**src/rtl/mppd_pkg.sv**
```systemverilog
`timescale 1ns / 1ps
`default_nettype none
// ----------------------------------------------------------------------------
// Masked pixel pair difference metric package
// Widths, constants and shared types for the accumulating front end, the
// result queue and the dividing back end.
// ----------------------------------------------------------------------------
package mppd_pkg;

   localparam int PIXEL_WIDTH   = 8;
   localparam int SUM_WIDTH     = 29;
   localparam int DIFF_WIDTH    = PIXEL_WIDTH + 1;
   localparam int FRACTION_BITS = 16;
   localparam int DIST_WIDTH    = 16;
   // Divisor is weight_sum + 255 and needs one bit more than a sum.
   localparam int DIV_WIDTH     = SUM_WIDTH + 1;
   localparam int COUNT_WIDTH   = $clog2(FRACTION_BITS);
   localparam int QUEUE_DEPTH   = 2;
   localparam int QPTR_WIDTH    = $clog2(QUEUE_DEPTH);
   localparam int QCOUNT_WIDTH  = $clog2(QUEUE_DEPTH + 1);

   localparam logic [SUM_WIDTH-1:0]   SUM_MAX    = {SUM_WIDTH{1'b1}};
   localparam logic [DIFF_WIDTH-1:0]  FULL_SCALE = DIFF_WIDTH'(255);
   localparam logic [COUNT_WIDTH-1:0] LAST_STEP  = COUNT_WIDTH'(FRACTION_BITS - 1);

   // Finished sums of one image, handed from the front end to the divider.
   typedef struct packed {
      logic [SUM_WIDTH-1:0] diff;
      logic [SUM_WIDTH-1:0] weight;
   } sums_type;

   typedef enum logic [2:0] {
      DIV_IDLE   = 3'b001,
      DIV_RUN    = 3'b010,
      DIV_WRITE  = 3'b100
   } div_state_type;

endpackage
`default_nettype wire

```
**src/rtl/mppd_front.sv**
```systemverilog
`timescale 1ns / 1ps
`default_nettype none
// ----------------------------------------------------------------------------
// Pixel pair accumulator
// Takes one pixel pair per cycle while push_ready is high, skips pairs with
// both alphas zero and keeps the saturating difference and weight sums. On
// the last pair it pushes its sums into the result queue and clears them.
// ----------------------------------------------------------------------------
module mppd_front
   import mppd_pkg::*;
(
   input  wire logic                   clock,
   input  wire logic                   reset,
   input  wire logic                   in_valid,
   output      logic                   in_ready,
   input  wire logic [PIXEL_WIDTH-1:0] red_a,
   input  wire logic [PIXEL_WIDTH-1:0] green_a,
   input  wire logic [PIXEL_WIDTH-1:0] alpha_a,
   input  wire logic [PIXEL_WIDTH-1:0] red_b,
   input  wire logic [PIXEL_WIDTH-1:0] green_b,
   input  wire logic [PIXEL_WIDTH-1:0] alpha_b,
   input  wire logic                   last_pixel,
   output      logic                   push_valid,
   input  wire logic                   push_ready,
   output      sums_type               push_sums
);

   logic [SUM_WIDTH-1:0]   diff_sum_ff, diff_sum_in;
   logic [SUM_WIDTH-1:0]   weight_sum_ff, weight_sum_in;
   logic [PIXEL_WIDTH-1:0] red_delta, green_delta;
   logic [DIFF_WIDTH-1:0]  pair_diff, pair_weight;
   logic [SUM_WIDTH:0]     diff_wide, weight_wide;
   logic [SUM_WIDTH-1:0]   diff_next, weight_next;
   logic                   counted, accept;

   assign red_delta   = (red_a > red_b) ? red_a - red_b : red_b - red_a;
   assign green_delta = (green_a > green_b) ? green_a - green_b : green_b - green_a;
   assign pair_diff   = {1'b0, red_delta} + {1'b0, green_delta};
   assign pair_weight = (pair_diff > FULL_SCALE) ? pair_diff : FULL_SCALE;
   assign counted     = (alpha_a != '0) || (alpha_b != '0);

   assign diff_wide   = {1'b0, diff_sum_ff}
                      + {{(SUM_WIDTH + 1 - DIFF_WIDTH){1'b0}}, pair_diff};
   assign weight_wide = {1'b0, weight_sum_ff}
                      + {{(SUM_WIDTH + 1 - DIFF_WIDTH){1'b0}}, pair_weight};

   always_comb begin
      diff_next   = diff_sum_ff;
      weight_next = weight_sum_ff;
      if (counted) begin
         diff_next   = diff_wide[SUM_WIDTH] ? SUM_MAX : diff_wide[SUM_WIDTH-1:0];
         weight_next = weight_wide[SUM_WIDTH] ? SUM_MAX : weight_wide[SUM_WIDTH-1:0];
      end
   end

   // A full queue stalls the stream, so a last pair always finds room.
   assign in_ready         = push_ready;
   assign accept           = in_valid && in_ready;
   assign push_valid       = accept && last_pixel;
   assign push_sums.diff   = diff_next;
   assign push_sums.weight = weight_next;

   always_comb begin
      diff_sum_in   = diff_sum_ff;
      weight_sum_in = weight_sum_ff;
      if (accept) begin
         diff_sum_in   = last_pixel ? '0 : diff_next;
         weight_sum_in = last_pixel ? '0 : weight_next;
      end
   end

   always_ff @(posedge clock) begin
      if (reset) begin
         diff_sum_ff   <= '0;
         weight_sum_ff <= '0;
      end else begin
         diff_sum_ff   <= diff_sum_in;
         weight_sum_ff <= weight_sum_in;
      end
   end

   // Each pair adds at most its weight to the difference sum.
   assert property (@(posedge clock) disable iff (reset) diff_sum_ff <= weight_sum_ff)
      else $error("difference sum exceeds weight sum");

endmodule
`default_nettype wire

```
**src/rtl/mppd_queue.sv**
```systemverilog
`timescale 1ns / 1ps
`default_nettype none
// ----------------------------------------------------------------------------
// Result queue
// Short first-in first-out buffer of finished image sums between the
// accumulator and the divider.
// ----------------------------------------------------------------------------
module mppd_queue
   import mppd_pkg::*;
(
   input  wire logic     clock,
   input  wire logic     reset,
   input  wire logic     push_valid,
   output      logic     push_ready,
   input  wire sums_type push_sums,
   output      logic     pop_valid,
   input  wire logic     pop_ready,
   output      sums_type pop_sums
);

   sums_type                entry_ff [QUEUE_DEPTH];
   logic [QPTR_WIDTH-1:0]   wr_ptr_ff, wr_ptr_in;
   logic [QPTR_WIDTH-1:0]   rd_ptr_ff, rd_ptr_in;
   logic [QCOUNT_WIDTH-1:0] count_ff, count_in;
   logic                    push, pop;

   assign push_ready = (count_ff != QCOUNT_WIDTH'(QUEUE_DEPTH));
   assign pop_valid  = (count_ff != '0);
   assign pop_sums   = entry_ff[rd_ptr_ff];
   assign push       = push_valid && push_ready;
   assign pop        = pop_valid && pop_ready;

   always_comb begin
      wr_ptr_in = push ? wr_ptr_ff + 1'b1 : wr_ptr_ff;
      rd_ptr_in = pop ? rd_ptr_ff + 1'b1 : rd_ptr_ff;
      count_in  = count_ff;
      if (push && !pop) begin
         count_in = count_ff + 1'b1;
      end else if (pop && !push) begin
         count_in = count_ff - 1'b1;
      end
   end

   always_ff @(posedge clock) begin
      if (reset) begin
         wr_ptr_ff <= '0;
         rd_ptr_ff <= '0;
         count_ff  <= '0;
      end else begin
         wr_ptr_ff <= wr_ptr_in;
         rd_ptr_ff <= rd_ptr_in;
         count_ff  <= count_in;
      end
   end

   always_ff @(posedge clock) begin
      if (push) begin
         entry_ff[wr_ptr_ff] <= push_sums;
      end
   end

   assert property (@(posedge clock) disable iff (reset)
         count_ff <= QCOUNT_WIDTH'(QUEUE_DEPTH))
      else $error("result queue overflow");

endmodule
`default_nettype wire

```
**src/rtl/mppd_divider.sv**
```systemverilog
`timescale 1ns / 1ps
`default_nettype none
// ----------------------------------------------------------------------------
// Fraction divider
// Restoring divider that forms diff / (weight + 255) one quotient bit per
// cycle and holds the result in an output register.
// ----------------------------------------------------------------------------
module mppd_divider
   import mppd_pkg::*;
(
   input  wire logic                  clock,
   input  wire logic                  reset,
   input  wire logic                  job_valid,
   output      logic                  job_ready,
   input  wire sums_type              job_sums,
   output      logic                  out_valid,
   input  wire logic                  out_ready,
   output      logic [DIST_WIDTH-1:0] out_data
);

   div_state_type            state_ff, state_in;
   logic [DIV_WIDTH-1:0]     rem_ff, rem_in;
   logic [DIV_WIDTH-1:0]     div_ff, div_in;
   logic [DIST_WIDTH-1:0]    quo_ff, quo_in;
   logic [COUNT_WIDTH-1:0]   count_ff, count_in;
   logic                     out_valid_ff, out_valid_in;
   logic [DIST_WIDTH-1:0]    out_data_ff, out_data_in;
   logic [DIV_WIDTH:0]       shifted;
   logic                     fits;
   logic                     out_free;

   assign shifted   = {rem_ff, 1'b0};
   assign fits      = shifted >= {1'b0, div_ff};
   assign out_free  = !out_valid_ff || out_ready;
   assign job_ready = (state_ff == DIV_IDLE);
   assign out_valid = out_valid_ff;
   assign out_data  = out_data_ff;

   always_comb begin
      state_in     = state_ff;
      rem_in       = rem_ff;
      div_in       = div_ff;
      quo_in       = quo_ff;
      count_in     = count_ff;
      out_data_in  = out_data_ff;
      out_valid_in = out_valid_ff && !out_ready;
      unique case (state_ff)
         DIV_IDLE: begin
            if (job_valid) begin
               rem_in   = {1'b0, job_sums.diff};
               div_in   = {1'b0, job_sums.weight}
                        + {{(DIV_WIDTH - DIFF_WIDTH){1'b0}}, FULL_SCALE};
               count_in = LAST_STEP;
               state_in = DIV_RUN;
            end
         end
         DIV_RUN: begin
            // The dividend stays below the divisor, so the quotient fits.
            rem_in   = fits ? DIV_WIDTH'(shifted - {1'b0, div_ff})
                            : shifted[DIV_WIDTH-1:0];
            quo_in   = {quo_ff[DIST_WIDTH-2:0], fits};
            count_in = count_ff - 1'b1;
            if (count_ff == '0) begin
               state_in = DIV_WRITE;
            end
         end
         DIV_WRITE: begin
            if (out_free) begin
               out_data_in  = quo_ff;
               out_valid_in = 1'b1;
               state_in     = DIV_IDLE;
            end
         end
         default: begin
            state_in = DIV_IDLE;
         end
      endcase
   end

   always_ff @(posedge clock) begin
      if (reset) begin
         state_ff     <= DIV_IDLE;
         out_valid_ff <= 1'b0;
      end else begin
         state_ff     <= state_in;
         out_valid_ff <= out_valid_in;
      end
   end

   always_ff @(posedge clock) begin
      rem_ff      <= rem_in;
      div_ff      <= div_in;
      quo_ff      <= quo_in;
      count_ff    <= count_in;
      out_data_ff <= out_data_in;
   end

   assert property (@(posedge clock) disable iff (reset)
         (state_ff == DIV_RUN) |-> (rem_ff < div_ff))
      else $error("partial remainder not below divisor");

   assert property (@(posedge clock) disable iff (reset)
         (state_ff == DIV_WRITE) && out_free |=> out_valid_ff && (state_ff == DIV_IDLE))
      else $error("finished quotient not handed to the output register");

endmodule
`default_nettype wire

```
**src/rtl/masked_pixel_pair_difference_metric.sv**
```systemverilog
`timescale 1ns / 1ps
`default_nettype none
// ----------------------------------------------------------------------------
// Masked pixel pair difference metric
// Compares two equally sized images pixel by pixel and reports one
// normalized difference per image.
// ----------------------------------------------------------------------------
// The block takes one pixel pair per cycle on the req_ channel while there
// is queue room. A pair whose two alpha bytes are both zero is ignored; any
// other pair adds d = |red_a - red_b| + |green_a - green_b| to a difference
// sum and max(255, d) to a weight sum, both saturating at 29 bits. The
// transaction with req_tlast high closes the image: its sums go into a
// two-entry queue and are cleared, and one rsp_ transaction later carries
// floor(diff * 2^16 / (weight + 255)), an unsigned 0.16 fraction. An image
// with no counted pair gives zero. The accumulator takes a pair every cycle
// while the queue has room; the divider retires one quotient bit per cycle,
// working through load, 16 quotient steps and write per image. Images at
// least as long as that back-end work stream without pause while rsp_tready
// is high; shorter ones fill the queue and req_tready then drops until the
// divider frees an entry. The result sits in an output register, so the
// divider starts the next image while a result still waits on rsp_tready.
// ----------------------------------------------------------------------------
module masked_pixel_pair_difference_metric
   import mppd_pkg::*;
(
   input  wire logic        clock,
   input  wire logic        reset,
   input  wire logic        req_tvalid,
   output      logic        req_tready,
   // red_a [7:0], green_a [15:8], alpha_a [23:16],
   // red_b [31:24], green_b [39:32], alpha_b [47:40]
   input  wire logic [47:0] req_tdata,
   input  wire logic        req_tlast,   // last_pixel
   output      logic        rsp_tvalid,
   input  wire logic        rsp_tready,
   // distance [15:0]
   output      logic [15:0] rsp_tdata
);

   logic     push_valid, push_ready;
   sums_type push_sums;
   logic     job_valid, job_ready;
   sums_type job_sums;

   // Front end: per-pixel difference, masking and running sums.
   mppd_front u_front (
      .clock      (clock),
      .reset      (reset),
      .in_valid   (req_tvalid),
      .in_ready   (req_tready),
      .red_a      (req_tdata[7:0]),
      .green_a    (req_tdata[15:8]),
      .alpha_a    (req_tdata[23:16]),
      .red_b      (req_tdata[31:24]),
      .green_b    (req_tdata[39:32]),
      .alpha_b    (req_tdata[47:40]),
      .last_pixel (req_tlast),
      .push_valid (push_valid),
      .push_ready (push_ready),
      .push_sums  (push_sums)
   );

   // Finished image sums wait here so each side can stall on its own.
   mppd_queue u_queue (
      .clock      (clock),
      .reset      (reset),
      .push_valid (push_valid),
      .push_ready (push_ready),
      .push_sums  (push_sums),
      .pop_valid  (job_valid),
      .pop_ready  (job_ready),
      .pop_sums   (job_sums)
   );

   // Back end: bit-serial division and the output register.
   mppd_divider u_divider (
      .clock     (clock),
      .reset     (reset),
      .job_valid (job_valid),
      .job_ready (job_ready),
      .job_sums  (job_sums),
      .out_valid (rsp_tvalid),
      .out_ready (rsp_tready),
      .out_data  (rsp_tdata)
   );

endmodule
`default_nettype wire

```
**config.mk**
```make
export PLATFORM = sky130hd
export DESIGN_NAME = masked_pixel_pair_difference_metric
export DESIGN_NICKNAME = d
export VERILOG_FILES = /design/src/rtl/mppd_pkg.sv /design/src/rtl/mppd_front.sv /design/src/rtl/mppd_queue.sv /design/src/rtl/mppd_divider.sv /design/src/rtl/masked_pixel_pair_difference_metric.sv
export SDC_FILE = /design/constraint.sdc
export NUM_CORES = 1
export LEC_CHECK = 0
export BUFFER_PORTS_ARGS = -buffer_cell sky130_fd_sc_hd__buf_2
export CAP_MARGIN = 15
export CORE_MARGIN = 2
export CORE_UTILIZATION = 37
export DETAILED_ROUTE_END_ITERATION = 12
export GPL_ROUTABILITY_DRIVEN = 0
export GPL_TIMING_DRIVEN = 1
export HOLD_SLACK_MARGIN = 0.15
export PLACE_DENSITY = 0.6
export SYNTH_ARGS = -nofsm -noshare
export SYNTH_HDL_FRONTEND = slang
export SYNTH_SLANG_ARGS = --single-unit
```
**constraint.sdc**
```tcl
create_clock -name clock -period 6.4 [get_ports clock]
set_clock_uncertainty 0.15 [all_clocks]
set_input_delay 0.64 -clock clock [delete_from_list [all_inputs] [get_ports clock]]
set_output_delay 0.64 -clock clock [all_outputs]
set_load 0.1 [all_outputs]
```
==> results.toml, run 1 <==
[routing]
wirelength_mm = 38.4
vias = 12100
routedWlPerCell_um = 16.7
drt_first_pass_iters = 5
drc = 0
ant_nets = 0
vias_per_cell = 5.27
first_iter_violations = 884

[setup_path]
r2r.worst_path.cells = 10
slowest_delay_ns = 0.39
critPathBufInv = 6
cp.depth = 32
reg2reg_to = "u_divider.rem_ff[12]"
rrSetupSlack_ns = 2.53
crit_family = "compound AO/OA/AOI/OAI gates"
crit_type = "in -> reg"
rr_startpoint = "u_divider.rem_ff[5]"
required_ns = 6.56
endpoint_kind = "flop"
path_max_fanout = 7
slowest_stage = "fa_1"
critPathArrivalTime_ns = 6.07
worst_setup_path_start_kind = "input port"

[clock_tree]
cts_tree = "done"
cts_setup_buffers = 0
cts_buffer_depth = 3
post_cts_resized = 0
clkSlewWorstSetupHoldPaths_ns = 0.06
cts_buffers = 30
numClockSinks = 279
ctsHoldBuffers = 0
htree_levels = 1
clock-root-buffer = "clkbuf_16"
clk_latency_ns = 0.57

[timing]
finalCritPeriodShare = 0.924
relSlewSlack = 0.427
fin_ws_ns = 0.488
period_minus_slack_ns = 5.91
hold_viol_final = 0
rsz0062_at_grt = "no"
worst_pin_slew_ns = 0.858
holdWs_ns = 0.241
fmax_ghz = 0.169
drv_slew = 0
setup_viol = 0

[grt]
overflow = 0
grt_start_max_net_pins = 59
antenna_found_initial = 0
grt.total_usage = 0.164
grt_pass1_wl_mm = 62.2
first_global_vias = 11800

[synth]
synth_seq_cells = 279
yosys_warnings = 0
postSynthAreaPerCell_um2 = 10.2
synth-edff-count = 212
synthCells = 1613
synth.distinct_cells = 86
yosys-top-cells-area = "edfxtp_1 (39%), dfxtp_1 (8.2%), ha_1 (6.8%)"
yosysTopAreaCell = "edfxtp_1"
netlist.area_leader.share = 0.388
syn_area_mm2 = 0.0164
syn_nets = 1763
async_reset_ff_frac = 0
yosysSeqAreaShare = 0.469
yosys_most_used_dff = "edfxtp_1"

[floorplan]
num_io_pins = 71
die_x_um = 215
dieArea_mm2 = 0.0461
core_region_area_mm2 = 0.0440
rows = 77
fp.dieH_um = 215
start_util = 0.373

[run_status]
status = "completed"

[min_path]
min-delay-path-class = "in -> reg"
whs_path_depth = 4
min_from = "rsp_tready"
whs_endpoint = "u_divider.out_valid"

[layout]
final_cell_mix = "edfxtp_1 (212), a21oi_1 (123), nand2_1 (120)"
area_growth_pct = 13.4
final_common_cell = "edfxtp_1"
layout.nets = 1840
utilization = 0.423
finalInstanceArea_mm2 = 0.0186
post_route_cells_drive_above_1_share = 0.126
antenna_cells = 0

[placed_design]
place_area_mm2 = 0.0176
io_buffers = 70
dp.final_hpwl_mm = 28.1
pre_cts_slack_ns = -0.104

[power_and_ir_drop]
p_total_w = 0.00879
p_leak_nw = 7.36
ir_drop_v = 0.000197
powerDensity_mw_per_mm2 = 472

[job]
drv_cap = 0
## tightest hold or removal path, cell delays in order
cell and delay, ns:
buf_2 0.08, nor2b_1 0.08, inv_1 0.06, a21oi_1 0.05
## registers in the layout, indices dropped and copies added (netlist names), 2 cells and up, named ones only
register	count
u_queue.entry_ff	116
u_divider.div_ff	30
u_divider.rem_ff	30
u_front.diff_sum_ff	29
u_front.weight_sum_ff	29
u_divider.out_data	16
u_divider.quo_ff	16
u_divider.count_ff	4
u_divider.state_ff	3
u_queue.count_ff	2
## cells by family (layout without fill, tap and decap cells)
logic type      Yosys count  count (layout)  synth area share
mux                      74              74            0.0459
compound gates          409             409             0.162
buf+inv                 178             279            0.0427
simple gates            461             461             0.142
fa+ha+maj                97              97            0.0775
flops                   279             279             0.469
xor+xnor                115             115            0.0613
## worst max path at each step
| stage | startpoint | endpoint | slack (ns) |
|---|---|---|---|
| 3_3_place_gp | req_tdata[8] | u_queue.entry_ff[0][26] | 0.04 |
| 3_5_place_dp | req_tdata[8] | u_queue.entry_ff[0][26] | -0.10 |
| 2_1_floorplan | req_tdata[8] | u_queue.entry_ff[0][26] | 0.17 |
| 4_1_cts | req_tdata[0] | u_front.weight_sum_ff[3] | 0.49 |
| 6_report | req_tdata[0] | u_queue.entry_ff[0][26] | 0.49 |
| 5_1_grt | req_tdata[0] | u_front.weight_sum_ff[3] | 0.03 |
## stage by stage
| stage | TNS, ns | cells |
|---|---|---|
| after floorplan | 0 | 1613 |
| final | 0 | 2306 |
| after global placement | 0 | 2249 |
| after CTS | 0 | 2305 |
| after global routing | 0 | 2306 |
| after detailed placement | -1.27 | 2249 |
## cell type report
cell class / instances / area (µm²)
Sequential cell: 279 / 7710
Clock inverter: 16 / 203
Timing Repair Buffer: 111 / 674
Tap cell: 592 / 741
Fill cell: 4183 / 25400
Multi-Input combinational cell: 1156 / 8040
Clock buffer: 40 / 848
Inverter: 112 / 420
## cells in the mapped netlist (all sizes together) (19+ instances only)
cell type and number:
a211oi 25, a21o 27, a21oi 125, a31oi 25
and3 34, clkbuf 48, dfxtp 67, edfxtp 212
ha 89, inv 112, mux2i 64, nand2 121
nand2b 19, nand3 41, nor2 116, nor3 36
o21ai 85, xnor2 69, xor2 46
## power breakdown
| group | internal, W | switching, W |
|---|---|---|
| combinational | 0.00166 | 0.00252 |
| sequential | 0.00257 | 0.000223 |
| clock | 0.00109 | 0.000719 |
## metal layers
metal	global-route usage	wire length (µm)
met1	0.224	18100
met3	0.0218	1520
met2	0.271	17800
met5	0	0
met4	0.0505	965
Power figures use the tool's default switching activity.
==> run 2: changes to the inputs <==
--- a/config.mk
+++ b/config.mk
@@ -14,6 +14,7 @@
 export GPL_TIMING_DRIVEN = 1
 export HOLD_SLACK_MARGIN = 0.15
 export PLACE_DENSITY = 0.6
+export REMOVE_ABC_BUFFERS = 1
 export SYNTH_ARGS = -nofsm -noshare
 export SYNTH_HDL_FRONTEND = slang
 export SYNTH_SLANG_ARGS = --single-unit
==> results.toml, run 2 (same netlist as run 1, synthesis figures left out) <==
[routing]
ant_nets = 0
vias = 12200
wirelength_mm = 38.2
vias_per_cell = 5.28
first_iter_violations = 714
drc = 0
routedWlPerCell_um = 16.5
drt_first_pass_iters = 7

[clock_tree]
clkSlewWorstSetupHoldPaths_ns = 0.06
post_cts_resized = 0
cts_tree = "done"
cts_buffers = 29
clk_latency_ns = 0.55
htree_levels = 1
ctsHoldBuffers = 0
cts_setup_buffers = 0
numClockSinks = 279
cts_buffer_depth = 3
clock-root-buffer = "clkbuf_16"

[timing]
drv_slew = 0
fmax_ghz = 0.169
period_minus_slack_ns = 5.91
setup_viol = 0
relSlewSlack = 0.260
finalCritPeriodShare = 0.924
worst_pin_slew_ns = 1.11
rsz0062_at_grt = "no"
hold_viol_final = 0
holdWs_ns = 0.235
finalSetupTns_ns = 0
fin_ws_ns = 0.487

[floorplan]
core_region_area_mm2 = 0.0440
die_x_um = 215
rows = 77
fp.dieH_um = 215
num_io_pins = 71
start_util = 0.373
dieArea_mm2 = 0.0461

[min_path]
whs_path_depth = 4
min-delay-path-class = "in -> reg"
whs_endpoint = "u_divider.out_valid"
min_from = "rsp_tready"

[layout]
fin_cells = 2318
reg_top3 = "u_queue.entry_ff x116, u_divider.div_ff x30, u_divider.rem_ff x30"
largest_reg_flops = 116
area_growth_pct = 13.9
layout.nets = 1854
final_common_cell = "edfxtp_1"
post_route_cells_drive_above_1_share = 0.130
final_cell_mix = "edfxtp_1 (212), a21oi_1 (125), nand2_1 (120)"
antenna_cells = 0
top_register = "u_queue.entry_ff"
utilization = 0.425

[grt]
grt.total_usage = 0.164
grt_pass1_wl_mm = 61.9
grt_start_max_net_pins = 53
overflow = 0
first_global_vias = 11900
antenna_found_initial = 0

[placed_design]
dp.final_hpwl_mm = 28.3
io_buffers = 70
pre_cts_slack_ns = -0.0846
dp.cells = 2265

[setup_path]
slowest_delay_ns = 0.39
critPathArrivalTime_ns = 6.05
crit_type = "in -> reg"
path_max_fanout = 7
rrSetupSlack_ns = 2.50
reg2reg_to = "u_divider.rem_ff[12]"
r2r.worst_path.cells = 12
required_ns = 6.54
critPathLaunch = "req_tdata[0]"
endpoint_kind = "flop"
worst_setup_path_start_kind = "input port"
slowest_stage = "fa_1"
rr_startpoint = "u_divider.div_ff[14]"

[power_and_ir_drop]
p_leak_nw = 7.42
powerDensity_mw_per_mm2 = 473
ir_drop_v = 0.000208

[run_status]
status = "completed"

[job]
drv_cap = 0
run 2: cell types whose count changed in the layout (fill, tap and decap cells not counted):
cell | before | now
clkinv_2 | 7 | 4
buf_12 | 1 | 0
bufinv_16 | 4 | 6
a21oi_2 | 2 | 0
buf_6 | 1 | 0
clkinv_4 | 0 | 3
buf_4 | 39 | 56
clkinvlp_4 | 3 | 2
clkinv_8 | 1 | 0
inv_6 | 1 | 2
a21oi_1 | 123 | 125
clkbuf_16 | 30 | 29
clkbuf_8 | 6 | 2
clkbuf_1 | 4 | 5
run 2: worst max-delay path by stage:
stage	endpoint	slack (ns)	cells after the start
4_1_cts	u_queue.entry_ff[1][26]	0.49	33
5_1_grt	u_front.diff_sum_ff[20]	0.01	33
6_report	u_queue.entry_ff[1][26]	0.49	32
3_5_place_dp	u_queue.entry_ff[0][26]	-0.08	33
2_1_floorplan	u_queue.entry_ff[0][26]	0.04	30
3_3_place_gp	u_queue.entry_ff[0][26]	0.05	33
run 2: layout make-up:
type	count	area, µm²
Timing Repair Buffer	126	771
Clock buffer	36	772
Fill cell	4236	25300
Sequential cell	279	7710
Tap cell	592	741
Inverter	112	420
Multi-Input combinational cell	1156	8030
Clock inverter	17	259
run 2: report_power, final:
group          internal, W  leakage (nW)  switching, W  total (W)
Sequential         0.00256          2.52      0.000246    0.00281
Clock              0.00110         0.500      0.000717    0.00182
Combinational      0.00170          4.40       0.00252    0.00423
Total              0.00537          7.42       0.00348    0.00886
run 2: metal layers:
metal,vias to the layer above,share of wire,global-route usage
met3,74,0.044,0.0180
met5,-,0,0
met4,0,0.033,0.0606
met1,5791,0.45,0.214
li1,6082,-,-
met2,286,0.47,0.279
run 2: worst max-delay path, delay by kind of cell:
family	cells	cell delay, ns
buffers and inverters	6	0.54
muxes	1	0.11
AOI/OAI and AO/OA	13	2.25
xor gates and xnor gates	1	0.13
and+or+nand+nor	6	0.95
adders and majority gates	5	1.44
run 2: through the flow:
step	cell area [µm²]	power, W
2_1_floorplan	16100	0.00587
3_3_place_gp	17700	0.00697
3_5_place_dp	17700	0.00704
4_1_cts	18700	0.00889
5_1_grt	18700	0.00950
6_report	18700	0.00886
